### src/rtl/npss_ram.sv
// Generic single-port-write, registered-read RAM.
module npss_ram #(
    parameter int WIDTH = 64,
    parameter int DEPTH = 64
) (
    input  logic                     clk,
    input  logic                     we,
    input  logic [$clog2(DEPTH)-1:0] waddr,
    input  logic [WIDTH-1:0]         wdata,
    input  logic [$clog2(DEPTH)-1:0] raddr,
    output logic [WIDTH-1:0]         rdata
);
    logic [WIDTH-1:0] mem [DEPTH];

    always_ff @(posedge clk)
    begin
        if (we)
        begin
            mem[waddr] <= wdata;
        end
        rdata <= mem[raddr];
    end
endmodule

### config.mk
export PLATFORM = sky130hd
export DESIGN_NAME = npss_ram
export DESIGN_NICKNAME = d
export VERILOG_FILES = /design/src/rtl/npss_ram.sv
export SDC_FILE = /design/constraint.sdc
export NUM_CORES = 2
export LEC_CHECK = 0
export BUFFER_PORTS_ARGS = -buffer_cell sky130_fd_sc_hd__buf_2
export CORE_ASPECT_RATIO = 1.25
export CORE_MARGIN = 10
export CORE_UTILIZATION = 58
export CTS_CLUSTER_DIAMETER = 40
export DETAILED_ROUTE_END_ITERATION = 6
export MAX_ROUTING_LAYER = met4
export PLACE_DENSITY = 0.74
export SYNTH_ARGS = -nofsm -noshare
export SYNTH_HDL_FRONTEND = slang
export SYNTH_SLANG_ARGS = --single-unit
### constraint.sdc
create_clock -name clk -period 9.45 [get_ports clk]
set_clock_uncertainty 0.15 [all_clocks]
set_input_delay 0.4725 -clock clk [delete_from_list [all_inputs] [get_ports clk]]
set_output_delay 0.4725 -clock clk [all_outputs]
set_load 0.02 [all_outputs]
Word level (Yosys, flattened, before mapping)
Memory sizes are Yosys's and may differ from the RTL's. A register that Yosys moved wholly into a read port is not among the register bits. Cells that the tools add are included.

Register bits after elaboration: 0. RAM bits: 4096. Bits of input ports: 78. Output and inout bits: 64. Logic and storage cells: 3. Memories: 1.

Multiplexer cells: 2.

Memory list: mem (depth 64, width 64, rd ports 1, clocked after Yosys merged registers in 1, write ports 1, line 13) `logic [WIDTH-1:0] mem [DEPTH];`.

Operators with widths (number): two-way mux 1 bit (2).

Depth between registers and ports, before layout
Depth after elaboration: 2. Depth in mapped cells: 9. Depth with buffers taken out: 5.

Worst setup path before layout
No wires, ideal clock.

Path type: input to register. Start point: input waddr[3]. End point: memory mem[48][0], enable pin. Setup time: 0.564 ns. Data arrival time: 5.344 ns. Data required time: 8.736 ns. Setup slack: 3.392 ns. Cell stages on the path: 4. Buffers on the path: 1. Cells stage by stage: clkbuf_1 nor2b_1 nand4b_1 nor3_1.

RTL lines: start: declaration (line 8) `input logic [$clog2(DEPTH)-1:0] waddr,`; end: declaration (line 13).

Straight into the memory's write port.

Final worst setup path
Start point: input we. End point: memory mem[18][35], enable pin.

Cells in the longest elaborated chain, start to end: 2.

Ends and longest elaborated chain: start: declaration (line 7) `input logic we,`; two-way mux 1 bit (line 17) `if (we)`; two-way mux 1 bit (not written as such) (line 19) `mem[waddr] <= wdata;`.

Every way passes these cells.

==> metrics <==
H-tree Lvls 5; fmax 259 MHz; Gate power share 0.044; most frequent cells in the layout edfxtp_1 (4,096), mux4_2 (1,024), clkbuf_16 (436); gpl congestion 0.801; Clock power frac 0.437; Root Buffer Master clkbuf_16; placed cells 10.1k; Vias 77.5k; IO Pins 142; Mapped Area 0.156 mm²; worst-path maximum fanout 24; CTS sink cnt roughly 4.2k; post-route antenna net violation count 0; setup violators final 0; HP Class in2reg; Rows 213; hold buffer count at CTS 0; Clock transition at path regs 0.06 ns; hold path start wdata[16]; Reg area roughly 0.12 mm²; net count after synthesis between 6k and 7k; Leakage roughly 55 nW; die width 484 µm; gr usage total 0.304; Fill cells 16.1k; dpl cell area 0.162 mm²; reported net switching power between 8 and 9 mW; worst relative slew slack 0.0337; global-route wire length before repair ~610 mm; Pwr Total ~40 mW; worst setup path start we; total negative setup slack 0 ns; Avg Vias per Cell 7.10; Post-DP HPWL 216 mm; top cell type's share of synthesized area 0.787; maxcap violations 0; area delta synth->final 12.8%; Int Power 31.2 mW; vias in the first global route just under 80k; Synth Area in Adders 0; Clock Path Buffers 4; Flop pwr share 0.519; final slew viol count 0; Multi-input gate area 0.0308 mm²; post-synthesis cell type count 33; post-route minimum period 3.86 ns; Clk Latency, worst-skew pair 0.96 ns; grt total ovfl 0; Synth async-reset ratio 0; layout cells sized above 1 0.290; Die Area 0.291 mm²; RSZ-0062 raised after global routing no; IO Port Bufs 141; largest net degree at the start of global routing 129; Primary FF master, synth edfxtp_1; post-route cell area 0.176 mm²; post_cts resized 0; Mapped Avg Cell Area 23.7 µm²; Power Dens Cells 224 mW/mm²; cell count after synthesis 6,598; Final period util 0.409; 1st-pass router iterations 7; top cells by area, synth edfxtp_1 (79%), mux4_2 (15%), mux2i_1 (0.86%); Core Box Area roughly 0.27 mm²; WL final approximately 430 mm; Post-synth EDFFs just over 4k; R2R Path Start mem[13][10]; Setup crit end kind register; Post-CTS Setup Bufs 0; fraction of the mapped netlist area in simple logic gates 0.0124; largest family of logic cells by synthesized area multiplexers; initial antenna violation count 24; switching share of power 0.212; VDD IR max 0.225 mV; CP startpoint kind primary input; fin nets 7,065; Seq/Total Area, Yosys 0.795; Synth area leader edfxtp_1; Hold Vio Cnt, Final 0; compound-gate portion of the synthesized area 0.0248; die span in y between 600 and 700 µm; synthesis warning total 0; Req. time, crit path 9.82 ns; Post-Synth XOR/XNOR Area 0; Crit Path Category in2reg; CTS tree built; Initial Util 0.581; post-route DRC violation count 0; non-filler cells, final ~11k; Worst Tran Pin Value 1.45 ns; CTS Buf Count 430; DRT iter0 DRCs 12.1k; FF+latch count, synth 4,160; post-layout util 0.656; commonest non-fill, non-tap cell in the layout edfxtp_1; mux share of post-synthesis cell area 0.156; worst endpoint data arrival time 4.23 ns; routed len/inst 39.6 µm; outcome finished clean
Yosys cell counts (3+ instances only):
| cell type | instances |
|---|---|
| nor2_1 | 112 |
| dfxtp_1 | 64 |
| mux4_2 | 1024 |
| buf_4 | 34 |
| mux2i_1 | 135 |
| inv_1 | 19 |
| buf_2 | 170 |
| a2bb2oi_1 | 19 |
| or2_2 | 28 |
| a211oi_1 | 63 |
| and2_1 | 3 |
| o221ai_1 | 38 |
| a22o_1 | 88 |
| nand3_1 | 45 |
| and3_1 | 64 |
| clkbuf_1 | 140 |
| a41oi_1 | 26 |
| o22ai_1 | 83 |
| buf_1 | 20 |
| nor2b_1 | 28 |
| a22oi_1 | 168 |
| edfxtp_1 | 4096 |
| a31oi_1 | 18 |
| nand2b_1 | 11 |
| buf_6 | 6 |
| nand2_1 | 58 |
| or3_1 | 29 |
through the flow:
step / hold WS [ns] / setup slack [ns]
CTS: 0.0662 / 5.71
detailed placement: 0.662 / 4.76
global placement: 0.659 / 4.83
floorplan: 0.421 / 3.39
finish: 0.103 / 5.59
global route: 0.158 / 5.52
worst paths after layout:
check                 to  depth (start not counted)  slack (ns)
max          mem[18][35]                          6        5.59
min          mem[63][16]                          1        0.10
max reg2reg    rdata[10]                          5        6.95
min reg2reg    rdata[62]                          4        0.69
worst max-delay path, stage by stage:
cell and delay, ns:
buf_2 0.19, nor2b_1 0.29, nand2_1 0.44, nor2_4 1.22, buf_4 0.77, buf_4 0.70
per-layer routing:
metal	track usage	vias up	part of all wire
met3	0.0667	1182	0.12
met5	-	-	0
met2	0.471	6082	0.49
met1	0.390	40906	0.33
met4	0.143	0	0.055
li1	-	29308	-
kinds of logic (layout without fill, tap and decap cells):
| group | count (synthesis) | count (layout) |
|---|---|---|
| buffers and inverters | 389 | 1138 |
| AND/OR/NAND/NOR | 386 | 386 |
| other | 0 | 24 |
| flip-flops | 4160 | 4160 |
| multiplexers | 1159 | 1159 |
| AO/OA/AOI/OAI | 504 | 504 |
registers in the layout, summed over array words and instances, names as in the netlist:
| name | cells |
|---|---|
| mem | 4096 |
| rdata | 64 |
layout make-up:
cell class | instances | share of cell area
Clock inverter | 258 | 0.0175
Timing Repair Buffer | 327 | 0.0129
Inverter | 19 | 0.000404
Tap cell | 3547 | 0.0252
Multi-Input combinational cell | 2049 | 0.174
Antenna cell | 24 | 0.000340
Clock buffer | 534 | 0.0648
Sequential cell | 4160 | 0.704
power by group through the flow:
stage | Clock (mW) | Combinational, mW | Sequential (mW)
2_1_floorplan | 0 | 0.951 | 20.9
3_3_place_gp | 0 | 1.68 | 20.9
3_5_place_dp | 0 | 1.72 | 20.9
4_1_cts | 17.4 | 1.74 | 20.5
5_1_grt | 18.1 | 1.83 | 20.5
6_report | 17.3 | 1.74 | 20.5
Note: power is estimated with default switching activity, not from simulation.
